## config.mk

```make
export PLATFORM = sky130hd
export DESIGN_NAME = radix_string_to_integer
export DESIGN_NICKNAME = d
export VERILOG_FILES = /design/src/hdl/rsi_pkg.sv /design/src/hdl/rsi_step.sv /design/src/hdl/radix_string_to_integer.sv
export SDC_FILE = /design/constraint.sdc
export NUM_CORES = 1
export LEC_CHECK = 0
export BUFFER_PORTS_ARGS = -buffer_cell sky130_fd_sc_hd__buf_2
export CORE_MARGIN = 5
export CORE_UTILIZATION = 66
export CTS_BUF_LIST = sky130_fd_sc_hd__clkbuf_16
export DETAILED_ROUTE_END_ITERATION = 10
export GPL_TIMING_DRIVEN = 0
export HOLD_SLACK_MARGIN = 0.15
export PLACE_DENSITY = 0.89
export SYNTH_ARGS = -nofsm -noshare
export SYNTH_HDL_FRONTEND = slang
export SYNTH_SLANG_ARGS = --single-unit
```

## constraint.sdc

```tcl
create_clock -name aclk -period 15.33 [get_ports aclk]
set_input_delay 2.2995 -clock aclk [delete_from_list [all_inputs] [get_ports aclk]]
set_output_delay 2.2995 -clock aclk [all_outputs]
set_load 0.03 [all_outputs]
```

## src/hdl/rsi_pkg.sv

```systemverilog
// Shared types and constants for the radix string to integer parser.
`default_nettype none

package rsi_pkg;

    // Parse phase of the current string.
    typedef enum logic [1:0] {
        PH_SPACE,
        PH_SIGN,
        PH_DIGIT,
        PH_STOP
    } phase_t;

    // Per-string parse state.
    typedef struct packed {
        phase_t      phase;
        logic        negative;
        logic [31:0] accum;
    } parse_state_t;

    // Outcome of one character step.
    typedef struct packed {
        logic         is_nul;
        logic [31:0]  result;
        parse_state_t next_state;
    } step_out_t;

    localparam logic [5:0] RADIX_RESET = 6'd10;
    localparam logic [5:0] MIN_BASE    = 6'd2;
    localparam logic [5:0] MAX_BASE    = 6'd36;

    // Register map: byte address bit 2 selects the register index.
    localparam int         PADDR_W    = 3;
    localparam logic       REG_RADIX  = 1'b0;

    localparam logic [7:0] CHAR_NUL   = 8'h00;
    localparam logic [7:0] CHAR_TAB   = 8'h09;
    localparam logic [7:0] CHAR_SPACE = 8'h20;
    localparam logic [7:0] CHAR_PLUS  = 8'h2B;
    localparam logic [7:0] CHAR_MINUS = 8'h2D;
    localparam logic [7:0] CHAR_ZERO  = 8'h30;
    localparam logic [7:0] CHAR_NINE  = 8'h39;
    localparam logic [7:0] CHAR_UP_A  = 8'h41;
    localparam logic [7:0] CHAR_UP_Z  = 8'h5A;
    localparam logic [7:0] CHAR_LO_A  = 8'h61;
    localparam logic [7:0] CHAR_LO_Z  = 8'h7A;

    localparam parse_state_t STATE_RESET = '{phase: PH_SPACE, negative: 1'b0, accum: 32'd0};

endpackage

`default_nettype wire

```

## src/hdl/rsi_step.sv

```systemverilog
// Combinational next-state and result logic for one character of the string.
`default_nettype none

module rsi_step (
    input  wire logic [7:0]          char_code,
    input  wire logic [5:0]          radix,
    input  rsi_pkg::parse_state_t    state,
    output rsi_pkg::step_out_t       step
);
    import rsi_pkg::*;

    logic        digit_ok;
    logic [5:0]  digit_val;
    logic [31:0] product;

    // Map the character to a digit value and check it against the base.
    always_comb begin
        digit_val = 6'd63;
        if (char_code >= CHAR_ZERO && char_code <= CHAR_NINE) begin
            digit_val = 6'(char_code - CHAR_ZERO);
        end else if (char_code >= CHAR_UP_A && char_code <= CHAR_UP_Z) begin
            digit_val = 6'(char_code - CHAR_UP_A) + 6'd10;
        end else if (char_code >= CHAR_LO_A && char_code <= CHAR_LO_Z) begin
            digit_val = 6'(char_code - CHAR_LO_A) + 6'd10;
        end
        digit_ok = (radix >= MIN_BASE) && (radix <= MAX_BASE) && (digit_val < radix);
    end

    // One multiply-add on the accumulator, wrapped to 32 bits.
    assign product = state.accum * {26'd0, radix};

    // Walk the phases in order within a single character, as the parser does.
    always_comb begin
        parse_state_t ns;
        logic         done;
        ns   = state;
        done = 1'b0;
        step.is_nul = (char_code == CHAR_NUL);
        step.result = state.negative ? (32'd0 - state.accum) : state.accum;
        if (radix < MIN_BASE) begin
            step.result = '1;
        end
        if (step.is_nul) begin
            ns = STATE_RESET;
        end else begin
            if (ns.phase == PH_SPACE) begin
                if (char_code == CHAR_SPACE || char_code == CHAR_TAB) begin
                    done = 1'b1;
                end else begin
                    ns.phase = PH_SIGN;
                end
            end
            if (!done && ns.phase == PH_SIGN) begin
                if (char_code == CHAR_PLUS || char_code == CHAR_MINUS) begin
                    ns.negative = ns.negative ^ (char_code == CHAR_MINUS);
                    done = 1'b1;
                end else begin
                    ns.phase = PH_DIGIT;
                end
            end
            if (!done && ns.phase == PH_DIGIT) begin
                if (digit_ok) begin
                    ns.accum = product + {26'd0, digit_val};
                end else begin
                    ns.phase = PH_STOP;
                end
            end
        end
        step.next_state = ns;
    end

endmodule

`default_nettype wire

```

## src/hdl/radix_string_to_integer.sv

```systemverilog
// Top level of the ASCII radix string to signed integer parser.
`default_nettype none

// Takes one ASCII byte per transfer and parses a signed integer in the base held
// in the radix register (byte address 0, 6 bits, reset 10). Leading spaces and tabs
// are skipped, any run of '+' and '-' sets the sign, and digits below the base are
// accumulated modulo 2^32. A zero byte ends the string and produces one result
// transfer; all other bytes produce none. A base below 2 gives -1, a base above 36
// gives 0. One byte is accepted every cycle: each byte is held in the input
// register and is then folded into the parse state by a single 32x6 multiply-add.
// At that same edge a zero byte's result is written to the output register, so
// m_valid rises as the zero byte leaves the input register. The input stalls only
// when a zero byte finds the output register still full.
module radix_string_to_integer (
    input  wire logic                          aclk,
    input  wire logic                          aresetn,
    // Byte input channel
    input  wire logic                          s_valid,
    output logic                               s_ready,
    input  wire logic [7:0]                    s_char_code,
    // Result channel
    output logic                               m_valid,
    input  wire logic                          m_ready,
    output logic signed [31:0]                 m_value,
    // Configuration port
    input  wire logic                          psel,
    input  wire logic                          penable,
    input  wire logic                          pwrite,
    input  wire logic [rsi_pkg::PADDR_W-1:0]   paddr,
    input  wire logic [31:0]                   pwdata,
    output logic [31:0]                        prdata,
    output logic                               pready
);
    import rsi_pkg::*;

    logic [5:0]   radix_reg;
    logic [7:0]   char_reg;
    logic         in_valid_reg;
    parse_state_t state_reg;
    logic         m_valid_reg;
    logic [31:0]  value_reg;

    step_out_t    step;
    logic         out_free;
    logic         consume;
    logic         emit;

    // Configuration register, written on the access cycle of a write.
    assign pready = 1'b1;
    assign prdata = {26'd0, radix_reg};

    always_ff @(posedge aclk) begin
        if (!aresetn) begin
            radix_reg <= RADIX_RESET;
        end else if (psel && penable && pwrite && paddr[2] == REG_RADIX) begin
            radix_reg <= pwdata[5:0];
        end
    end

    // Per-character parse step.
    rsi_step u_step (
        .char_code (char_reg),
        .radix     (radix_reg),
        .state     (state_reg),
        .step      (step)
    );

    // The held byte moves on unless it ends a string and the result slot is full.
    assign out_free = !m_valid_reg || m_ready;
    assign consume  = in_valid_reg && (!step.is_nul || out_free);
    assign emit     = consume && step.is_nul;
    assign s_ready  = !in_valid_reg || consume;

    // Input register.
    always_ff @(posedge aclk) begin
        if (!aresetn) begin
            in_valid_reg <= 1'b0;
        end else if (s_ready) begin
            in_valid_reg <= s_valid;
        end
    end

    always_ff @(posedge aclk) begin
        if (s_ready && s_valid) begin
            char_reg <= s_char_code;
        end
    end

    // Parse state update.
    always_ff @(posedge aclk) begin
        if (!aresetn) begin
            state_reg <= STATE_RESET;
        end else if (consume) begin
            state_reg <= step.next_state;
        end
    end

    // Result register.
    always_ff @(posedge aclk) begin
        if (!aresetn) begin
            m_valid_reg <= 1'b0;
        end else if (emit) begin
            m_valid_reg <= 1'b1;
        end else if (m_ready) begin
            m_valid_reg <= 1'b0;
        end
    end

    always_ff @(posedge aclk) begin
        if (emit) begin
            value_reg <= step.result;
        end
    end

    assign m_valid = m_valid_reg;
    assign m_value = value_reg;

    // A string end returns the parse state to its reset values.
    a_clear_after_end: assert property (@(posedge aclk) disable iff (!aresetn)
        emit |=> (state_reg == STATE_RESET))
        else $error("parse state not cleared after string end");

    // A base below 2 always reports minus one.
    a_low_base_result: assert property (@(posedge aclk) disable iff (!aresetn)
        (emit && radix_reg < MIN_BASE) |=> (m_valid && value_reg == 32'hFFFF_FFFF))
        else $error("base below 2 did not yield minus one");

    // Once stopped, only a string end leaves the stopped phase.
    a_stop_sticks: assert property (@(posedge aclk) disable iff (!aresetn)
        (consume && !step.is_nul && state_reg.phase == PH_STOP)
            |=> (state_reg.phase == PH_STOP))
        else $error("parser left the stopped phase early");

    // A stalled byte stays in the input register.
    a_input_held: assert property (@(posedge aclk) disable iff (!aresetn)
        (in_valid_reg && !consume) |=> (in_valid_reg && $stable(char_reg)))
        else $error("stalled input byte was lost");

    // A non-terminating byte never produces a result.
    a_no_spurious_result: assert property (@(posedge aclk) disable iff (!aresetn)
        (!m_valid_reg && !emit) |=> !m_valid_reg)
        else $error("result appeared without a string end");

endmodule

`default_nettype wire
```

==> out/metrics.cfg, run 1 <==
[cts]
clk_pin_slew_ns = 0.06
numCtsBuffers = 9
cts_max_path_buffers = 2
cts-hold-fix-buffers = 0
insertion_delay_ns = 0.34
cts_tree = done
cts.sinks = 83
cts_resized = 0
cts_max_level = 3
cts_setup_buffers = 0
cts_root_buf = clkbuf_16

[final_layout]
final_cell_mix = and2_1 (130), nand2_1 (121), fa_1 (112), inv_1 (77), ha_1 (77)
stdcell_count = 1372
drive_gt1_share_pct = 10.77
regArea_um2 = 2062
multiInputGateArea_um2 = 7187
diodes = 0
final_util_pct = 74.09
final_common_cell = and2_1
largest_register_ffs = 35
final_nets = 1422
area_delta_synth_final_pct = 9.327
final.fill_count = 969

[critical_path]
critPathKind = reg2reg
critical_path.startpoint_type = register
end_kind = register
cp_num_buf_inv = 5
crit_path_max_incr_delay_ns = 0.56
r2r_cells = 19
path_delay_family = adder cells
r2r-start = radix_reg[4]$_SDFFE_PN0P_
crit_slowest_cell = clkbuf_1
path_common_cell = fa_1
path_cells = clkbuf_1 -> clkbuf_1 -> nand2_1 -> fa_1 -> fa_1 -> inv_1 -> fa_1 -> inv_1 -> fa_1 -> inv_1 -> ha_1 -> and3_1 -> a211oi_1 -> a211oi_1 -> o211ai_1 -> nand3b_1 -> a41oi_1 -> xnor2_1 -> a32o_1
worst-path-max-fanout = 10
r2r_slack_ns = 9.03
arrival_ns = 6.53
required_ns = 15.56
timing.rr.end = state_reg[29]$_SDFFE_PN0P_

[synth]
yosysWarnings = 0
yosysTopAreaCell = fa_1
syn_area_um2 = 9887
async_reset_ff_share_pct = 0
yosysSeqAreaShare_pct = 20.86
ys_types = 63
synthXorXnorAreaFrac_pct = 5.404
syn-instance-count = 1085
synthMuxAreaShare_pct = 0.5062
synth_top_family_by_area = adder cells
yosys.area.top_type_share_pct = 22.68
ys.flop_type = dfxtp_1
synth_area_leaders = fa_1 (23%), edfxtp_1 (12%), ha_1 (9.7%)
ys_seq_elements = 83
synth_fa_ha_area_share_pct = 32.42
synth-edff-count = 40
synth-simple-area-share_pct = 21.51
synth-compound-area-share_pct = 11.79
syn_area_per_cell_um2 = 9.112

[hold_path]
worstHoldEndpoint = state_reg[34]$_SDFFE_PN0P_
hold_depth = 2
hp-start = state_reg[34]$_SDFFE_PN0P_
hold_class = reg2reg

[floorplanning]
initial_utilization_pct = 67.77
rows = 44
die_y_um = 132.4
core_um2 = 14590
die_w_um = 132.4
dieArea_um2 = 17530
io_pins = 117

[pwr]
total_power_w = 0.0005514
ir_worst_vdd_v = 0.00006864
p_leak_nw = 5.529
p_per_area_nw_per_um2 = 51.01

[route]
drt_pass1_iterations = 8
wl_met1_um = 10340
antenna_left = 0
wirelength_um = 25840
viasPerCell = 6.104
vias = 8375
dr_wl_met3_um = 2823
top_layer = met4
drc_errors = 0
routed-wl-met2_um = 11620
first_iter_violations = 919
wl_per_cell_um = 18.84

[timing]
finalSetupViolations = 0
fmax_mhz = 158.7
clock_skew_ns = 0.01021
worst_slew_pin_slew_ns = 1.198
period_share_pct = 41.11
maxSlewHeadroom_pct = 19.57
fin_crit_ns = 6.302
setup_tns_ns = 0
maxSlewViolCount = 0
rsz0062_at_grt = false
finalHoldViolCount = 0

[place]
gp_congestion = 0.9133
dpl.hpwl_um = 20440
dpl.cell_count = 1356
io_buffers = 61

[job]
drv_cap = 0

[global_route]
antenna_found_initial = 0
grt_pass1_vias = 8330
grt_max_degree = 23
track_usage_pct = 29.53
grt_pass1_wl_um = 42100
overflow = 0

[run_status]
status = finished, final reports clean

==> cell usage after synthesis (all sizes together), types with 3 or more instances <==
library cell / number
o41ai: 6
nand4: 9
a21oi: 49
and3: 12
nor4: 5
ha: 77
or2: 5
nand2: 121
nor3b: 4
or3: 8
or4: 8
edfxtp: 40
o21a: 3
nor3: 10
inv: 76
a22oi: 11
clkbuf: 58
nor2: 51
a211oi: 6
nand3b: 4
nor4b: 3
o21ai: 49
xnor2: 26
a21boi: 4
nor2b: 5
buf: 33
o31ai: 11
a21o: 14
fa: 112
and4: 3
dfxtp: 43
nand2b: 4
o211ai: 4
mux2i: 5
and2: 130
a31oi: 6
nand3: 12
xor2: 35
==> worst reg2reg max path: stages (launching register included) <==
cell and delay, ns:
dfxtp_1 0.48, clkbuf_1 0.37, clkbuf_1 0.56, nand2_1 0.18
fa_1 0.53, fa_1 0.56, inv_1 0.06, fa_1 0.53
inv_1 0.05, fa_1 0.49, inv_1 0.04, ha_1 0.34
and3_1 0.17, a211oi_1 0.37, a211oi_1 0.25, o211ai_1 0.39
nand3b_1 0.15, a41oi_1 0.29, xnor2_1 0.13, a32o_1 0.26
==> area by class of cell <==
type / instances / share of cell area, %
clock inverter: 7 / 0.3473
sequential: 83 / 19.08
tap: 184 / 2.130
multi-input combinational: 860 / 66.49
timing repair buffer: 62 / 3.079
buffer: 91 / 4.156
clock buffer: 9 / 2.084
inverter: 76 / 2.639
==> routing by layer <==
metal | up-vias | global-route usage, %
met4 | 0 | 12.16
met2 | 504 | 45.87
met3 | 94 | 7.595
li1 | 3785 | -
met1 | 3992 | 39.57
met5 | - | 0
==> worst max-delay path by stage <==
stage / start / end / slack [ns] / cells after the start
6_report: radix_reg[4]$_SDFFE_PN0P_ / state_reg[29]$_SDFFE_PN0P_ / 9.03 / 19
5_1_grt: radix_reg[3]$_SDFFE_PN1P_ / state_reg[11]$_SDFFE_PN0P_ / 8.78 / 19
4_1_cts: radix_reg[5]$_SDFFE_PN0P_ / state_reg[29]$_SDFFE_PN0P_ / 9.10 / 19
3_5_place_dp: radix_reg[5]$_SDFFE_PN0P_ / state_reg[29]$_SDFFE_PN0P_ / 9.13 / 19
3_3_place_gp: radix_reg[5]$_SDFFE_PN0P_ / state_reg[29]$_SDFFE_PN0P_ / 9.23 / 19
2_1_floorplan: radix_reg[5]$_SDFFE_PN0P_ / state_reg[19]$_SDFFE_PN0P_ / 10.03 / 19
==> cells by family after synthesis <==
| family | after synthesis |
|---|---|
| muxes | 5 |
| other | 2 |
| and+or+nand+nor | 397 |
| DFF | 83 |
| xor gates and xnor gates | 61 |
| buffers and inverters | 167 |
| adders and majority gates | 189 |
| AOI/OAI and AO/OA | 181 |
==> power breakdown <==
| group | switching, W | internal [W] | total [W] |
|---|---|---|---|
| clock | 0.0000873 | 0.000108 | 0.000195 |
| sequential | 0.00000430 | 0.000235 | 0.000239 |
| combinational | 0.0000735 | 0.0000433 | 0.000117 |
| total | 0.000165 | 0.000386 | 0.000551 |
==> stage by stage <==
stage	worst slack (ns)	hold WS, ns	cell area [um^2]
floorplan	10.03	0.4503	9981
global placement	9.230	0.4660	10520
detailed placement	9.128	0.4812	10550
CTS	9.099	0.5005	10810
global route	8.783	0.5042	10810
finish	9.028	0.5053	10810
(Power assumes the default switching activity.)
==> inputs of run 2 (changes only) <==
- CORE_UTILIZATION: 66 -> 55
- PLACE_DENSITY: 0.89 -> 0.79
- clock period: 15.33 -> 5.2 ns (I/O delays scaled with it)
==> run 2 against run 1 <==
  * Sequential share of layout area is 0.37 points lower
  * Fmax is 24% higher
  * Clock power grew to 2.9 times the previous value
  * Cell area is 3.1% higher
  * Sequential cell count stayed put
  * Via count is 2.6% lower
  * Utilization is 12 points lower
  * Combinational power grew to 3.0 times the previous value
  * Count of clock-buffer cells in the layout stayed put
==> out/metrics.cfg, run 2 (synthesis results as in run 1) <==
[final_layout]
final_common_cell = and2_1
final_nets = 1424  ; +0.14%
diodes = 0  ; unchanged
drive_gt1_share_pct = 15.80  ; +5.0 points
final.fill_count = 1421  ; +47%
final_util_pct = 62.45  ; -12 points
area_delta_synth_final_pct = 12.69
largest_register_ffs = 35  ; unchanged
final_cell_mix = and2_1 (128), nand2_1 (121), fa_1 (112), ha_1 (73), inv_1 (72)

[timing]
clock_skew_ns = 0.007291  ; -0.002923 ns
worst_slew_pin_slew_ns = 1.242  ; +0.04327 ns
period_share_pct = 97.45  ; +56 points
setup_tns_ns = 0  ; unchanged
fin_crit_ns = 5.067  ; -1.235 ns
maxSlewViolCount = 0  ; unchanged
maxSlewHeadroom_pct = 16.67  ; -2.9 points
fmax_mhz = 197.3  ; +24%
finalSetupViolations = 0  ; unchanged
finalHoldViolCount = 0  ; unchanged

[floorplanning]
core_um2 = 17840  ; +22%
dieArea_um2 = 20760  ; +18%
rows = 49  ; +11%
io_pins = 117  ; unchanged
die_w_um = 144.1  ; +8.8%
initial_utilization_pct = 55.42  ; -12 points
die_y_um = 144.1  ; +8.8%

[pwr]
p_per_area_nw_per_um2 = 146.4  ; +190%
ir_worst_vdd_v = 0.0003201  ; +370%
p_leak_nw = 5.680  ; +2.7%

[critical_path]
path_cells = clkbuf_2 -> and2_1 -> fa_1 -> fa_1 -> fa_1 -> ha_1 -> ha_2 -> a21oi_1 -> o21ai_0 -> a311o_1 -> o21ba_4 -> o41ai_4 -> xnor2_2 -> or3_4 -> a21oi_2
crit_path_max_incr_delay_ns = 0.52  ; -0.04 ns
required_ns = 5.46  ; -10.10 ns
crit_slowest_cell = fa_1
cp_num_buf_inv = 1  ; -4
path_delay_family = adder cells
end_kind = register
critPathKind = reg2reg
path_common_cell = fa_1
critical_path.startpoint_type = register
arrival_ns = 5.33  ; -1.20 ns
worst-path-max-fanout = 10  ; unchanged

[cts]
cts_root_buf = clkbuf_16
cts_max_path_buffers = 2  ; unchanged
insertion_delay_ns = 0.34  ; about the same
cts.sinks = 83  ; unchanged
numCtsBuffers = 9  ; unchanged
cts-hold-fix-buffers = 0  ; unchanged
clk_pin_slew_ns = 0.06  ; about the same
cts_max_level = 3  ; unchanged
cts_tree = done

[route]
viasPerCell = 5.747  ; -5.9%
wirelength_um = 25210  ; -2.5%
drt_pass1_iterations = 5  ; -3
vias = 8155  ; -2.6%
antenna_left = 0  ; unchanged
first_iter_violations = 558  ; -39%
wl_per_cell_um = 17.76  ; -5.7%
drc_errors = 0  ; unchanged

[place]
dpl.hpwl_um = 19920  ; -2.6%
io_buffers = 61  ; unchanged
gp_congestion = 0.9206  ; +0.80%

[job]
drv_cap = 0  ; unchanged

[global_route]
grt_max_degree = 23  ; unchanged
track_usage_pct = 24.88  ; -4.7 points
grt_pass1_vias = 7958  ; -4.5%
grt_pass1_wl_um = 40850  ; -3.0%
antenna_found_initial = 0  ; unchanged
overflow = 0  ; unchanged

[hold_path]
hold_class = reg2reg

[run_status]
status = finished, final reports clean

[run 2: changes by cell type in the layout (fill, tap and decap cells not counted), moves of 5 or more]
cell / before / now
clkbuf_1: 58 / 33
buf_4: 27 / 42
dfxtp_1: 43 / 33
clkbuf_2: 0 / 6
dfxtp_2: 0 / 6
inv_1: 77 / 72
[run 2: worst min-delay path, stage by stage (launching register included)]
cell and delay, ns:
dfxtp_1 0.33, nand2_1 0.06, o21ai_1 0.05
[run 2: through the flow]
stage / hold WS, ns / cell area [um^2] / power [W] / setup slack, ns / std cells
global route: 0.5137 / 11140 / 0.001693 / -0.003500 / 1419
global placement: 0.4679 / 10580 / 0.001044 / -0.8996 / 1400
finish: 0.4809 / 11140 / 0.001631 / 0.1327 / 1419
floorplan: 0.4503 / 9986 / 0.0009716 / 0.02795 / 1110
CTS: 0.4772 / 11000 / 0.001618 / 0.05562 / 1415
detailed placement: 0.4691 / 10610 / 0.001051 / -0.9852 / 1401
[run 2: path summary, 6_finish.rpt]
check                           slack [ns]  cells past startpoint                         end                  startpoint
worst max-delay path                  0.13                     15  state_reg[19]$_SDFFE_PN0P_   radix_reg[5]$_SDFFE_PN0P_
worst min-delay path                  0.48                      2  state_reg[31]$_SDFFE_PN0P_  state_reg[31]$_SDFFE_PN0P_
worst max register to register        0.13                     15  state_reg[19]$_SDFFE_PN0P_   radix_reg[5]$_SDFFE_PN0P_
worst min register to register        0.48                      2  state_reg[31]$_SDFFE_PN0P_  state_reg[31]$_SDFFE_PN0P_
[run 2: what timing repair did]
| item | CTS | global route |
|---|---|---|
| setup buffers | 3 | 11 |
| pin swaps | 3 | 14 |
| endpoints found under the setup margin | 24 | 19 |
| gates resized for setup | 35 | 43 |
[run 2: cell type report]
cell class / count / area, um^2 / share of cell area, %
Buffer: 79 / 469.2 / 4.211
Timing Repair Buffer: 76 / 437.9 / 3.930
Clock inverter: 7 / 36.28 / 0.3257
Multi-Input combinational cell: 860 / 7317 / 65.67
Tap cell: 229 / 286.5 / 2.572
Inverter: 76 / 285.3 / 2.560
Clock buffer: 9 / 225.2 / 2.021
Sequential cell: 83 / 2085 / 18.71
[run 2: metal layers]
layer / vias to the layer above / global-route usage, % / share of wire [%]
met5: - / 0 / 0
met1: 3952 / 34.43 / 43
met2: 378 / 40.59 / 46
met4: 0 / 8.077 / 2.5
li1: 3777 / - / -
met3: 48 / 3.439 / 8.2
[run 2: report_power, final]
| group | switching [W] | internal, W | total (W) |
|---|---|---|---|
| registers | 0.0000171 | 0.000691 | 0.000709 |
| logic | 0.000213 | 0.000138 | 0.000351 |
| clock network | 0.000254 | 0.000317 | 0.000571 |
| total | 0.000484 | 0.00115 | 0.00163 |
==> inputs of run 3 (changes only) <==
- clock period: 5.2 -> 4.1 ns (I/O delays scaled with it)
==> run 3 against run 2 <==
  * The run now ends with negative setup slack left
  * Via count is 0.76% higher
  * Sequential cell count stayed put
  * Final cell count is 0.70% higher
  * Global-route usage grew 1.0 points
  * Clock power rose by 49%
  * Cell area rose by 6.8%
  * Setup slack got worse by 0.96 ns
  * Count of clock-buffer cells in the layout unchanged
  * Utilization grew 4.3 points
  * Critical path type unchanged
  * Largest cell class unchanged
  * Largest power group unchanged
==> out/metrics.cfg, run 3 (synthesis results as in run 1) <==
[critical_path]
crit_slowest_cell = fa_1
critical_path.startpoint_type = register
cp_num_buf_inv = 5  ; +4
path_common_cell = fa_1
arrival_ns = 5.14  ; -0.19 ns
critPathKind = reg2reg
end_kind = register
crit_path_max_incr_delay_ns = 0.52  ; about the same
path_delay_family = adder cells
worst-path-max-fanout = 5  ; -5
required_ns = 4.32  ; -1.14 ns
path_cells = clkbuf_16 -> and2_4 -> fa_1 -> inv_1 -> fa_1 -> inv_1 -> fa_1 -> inv_2 -> fa_1 -> inv_2 -> ha_4 -> and3_4 -> a211oi_4 -> a211oi_4 -> o21ba_4 -> a21o_4 -> a31oi_2 -> xor2_1 -> o21ai_1

[global_route]
grt_pass1_vias = 8128  ; +2.1%
antenna_found_initial = 0  ; unchanged
grt_max_degree = 23  ; unchanged
overflow = 0  ; unchanged
grt_pass1_wl_um = 42240  ; +3.4%
track_usage_pct = 25.92  ; +1.0 points

[cts]
cts_tree = done
cts.sinks = 83  ; unchanged
insertion_delay_ns = 0.35  ; about the same
cts_max_level = 3  ; unchanged
cts_root_buf = clkbuf_16
cts_max_path_buffers = 2  ; unchanged
clk_pin_slew_ns = 0.06  ; about the same
numCtsBuffers = 9  ; unchanged

[final_layout]
area_delta_synth_final_pct = 20.39
final.fill_count = 1326  ; -6.7%
final_cell_mix = and2_1 (126), nand2_1 (118), fa_1 (111), inv_1 (72), buf_2 (66)
diodes = 0  ; unchanged
multiInputGateArea_um2 = 7843  ; +7.2%
largest_register_ffs = 35  ; unchanged
stdcell_count = 1429  ; +0.70%
drive_gt1_share_pct = 23.00  ; +7.2 points
regArea_um2 = 2092  ; +0.36%
final_nets = 1434  ; +0.70%
final_common_cell = and2_1
postLayoutCellArea_um2 = 11900  ; +6.8%

[floorplanning]
die_w_um = 144.1  ; unchanged
rows = 49  ; unchanged
io_pins = 117  ; unchanged
core_um2 = 17840  ; unchanged
die_y_um = 144.1  ; unchanged
initial_utilization_pct = 55.42  ; unchanged
dieArea_um2 = 20760  ; unchanged

[job]
drv_cap = 0  ; unchanged

[route]
drc_errors = 0  ; unchanged
first_iter_violations = 540  ; -3.2%
wirelength_um = 26830  ; +6.5%
antenna_left = 0  ; unchanged
viasPerCell = 5.750  ; about the same
wl_per_cell_um = 18.78  ; +5.7%
vias = 8217  ; +0.76%
drt_pass1_iterations = 5  ; unchanged

[pwr]
total_power_w = 0.002272  ; +39%
ir_worst_vdd_v = 0.0003359  ; +4.9%
p_per_area_nw_per_um2 = 190.9  ; +30%
p_leak_nw = 5.865  ; +3.3%

[timing]
hold_slack_ns = 0.4413  ; -0.03962 ns
maxSlewHeadroom_pct = 45.90  ; +29 points
rsz0062_at_grt = true
period_share_pct = 120.2  ; +23 points
fmax_mhz = 203.0  ; +2.9%
finalSetupViolations = 26  ; +26
clock_skew_ns = 0.005079  ; -0.002212 ns
worst_slack_ns = -0.8262  ; -0.9589 ns
finalHoldViolCount = 0  ; unchanged
worst_slew_pin_slew_ns = 0.8106  ; -0.4310 ns
fin_crit_ns = 4.926  ; -0.1411 ns
maxSlewViolCount = 0  ; unchanged

[place]
placed_cell_area_um2 = 10820  ; +2.0%
io_buffers = 61  ; unchanged
dpl.cell_count = 1401  ; unchanged
dpl.hpwl_um = 20170  ; +1.3%
dp_slack_ns = -1.198  ; -0.2126 ns
gp_congestion = 0.9088  ; -1.3%

[run_status]
status = complete, but fails checks
failed_checks = negative setup slack

[hold_path]
hold_class = in2reg

run 3: changes by cell type in the layout (fill, tap and decap cells not counted), moves of 5 or more:
cell | previous run | this run
a21oi_1 | 48 | 38
a21oi_2 | 1 | 10
a31oi_1 | 6 | 1
buf_4 | 42 | 52
clkbuf_1 | 33 | 28
clkbuf_16 | 9 | 15
ha_1 | 73 | 60
ha_4 | 1 | 11
nor2_1 | 50 | 45
o21ai_0 | 31 | 25
xnor2_1 | 25 | 20
run 3: report_power, final:
group | switching (W) | total, W | internal, W
Sequential | 0.0000224 | 0.000899 | 0.000876
Combinational | 0.000305 | 0.000522 | 0.000217
Clock | 0.000326 | 0.000852 | 0.000526
run 3: worst paths after layout:
kind / from / end / slack, ns / cells after the start
worst min register to register: state_reg[34]$_SDFFE_PN0P_ / state_reg[34]$_SDFFE_PN0P_ / 0.49 / 2
worst min-delay path: s_char_code[2] / char_reg[2]$_DFFE_PP_ / 0.44 / 1
worst max-delay path: radix_reg[1]$_SDFFE_PN1P_ / state_reg[25]$_SDFFE_PN0P_ / -0.83 / 19
worst max register to register: radix_reg[1]$_SDFFE_PN1P_ / state_reg[25]$_SDFFE_PN0P_ / -0.83 / 19
run 3: final cells by class:
class / instances / share of cell area [%]
well taps: 229 / 2.407
clock inverters: 7 / 0.7043
plain buffers: 76 / 4.510
multi-input cells: 860 / 65.89
flip-flops and latches: 83 / 17.58
repair buffers: 89 / 4.625
clock buffers: 9 / 1.892
inverters: 76 / 2.397
run 3: what timing repair did:
action / 4_1_cts / 5_1_grt
pin swaps: 23 / 59
endpoints found under the setup margin: 32 / 32
cloned: 0 / 1
hold buffers: 0 / 0
setup buffers: 20 / 8
resized for setup: 74 / 69
run 3: worst register-to-register path: cells and delay by family, from the launching register on:
| family | cells | cell delay [ns] |
|---|---|---|
| AO/OA/AOI/OAI | 6 | 1.26 |
| buffers and inverters | 5 | 0.35 |
| flip-flops | 1 | 0.36 |
| XOR/XNOR | 1 | 0.30 |
| adder cells (fa/ha/maj) | 5 | 2.23 |
| AND/OR/NAND/NOR | 2 | 0.30 |
run 3: metal layers:
metal  global-route usage [%]  vias up  share of wire (%)
li1                         -     3793                  -
met1                    35.41     3969                 41
met2                    41.89      409                 48
met3                    3.770       46                8.6
met4                    10.06        0                3.0
met5                        0        -                  0
run 3: metrics by stage:
stage / setup TNS [ns] / utilization (%)
floorplan: -7.168 / -
CTS: -12.33 / 64.77
global placement: -22.61 / 60.50
finish: -13.41 / 66.72
global route: -17.76 / 66.72
detailed placement: -23.58 / 60.67
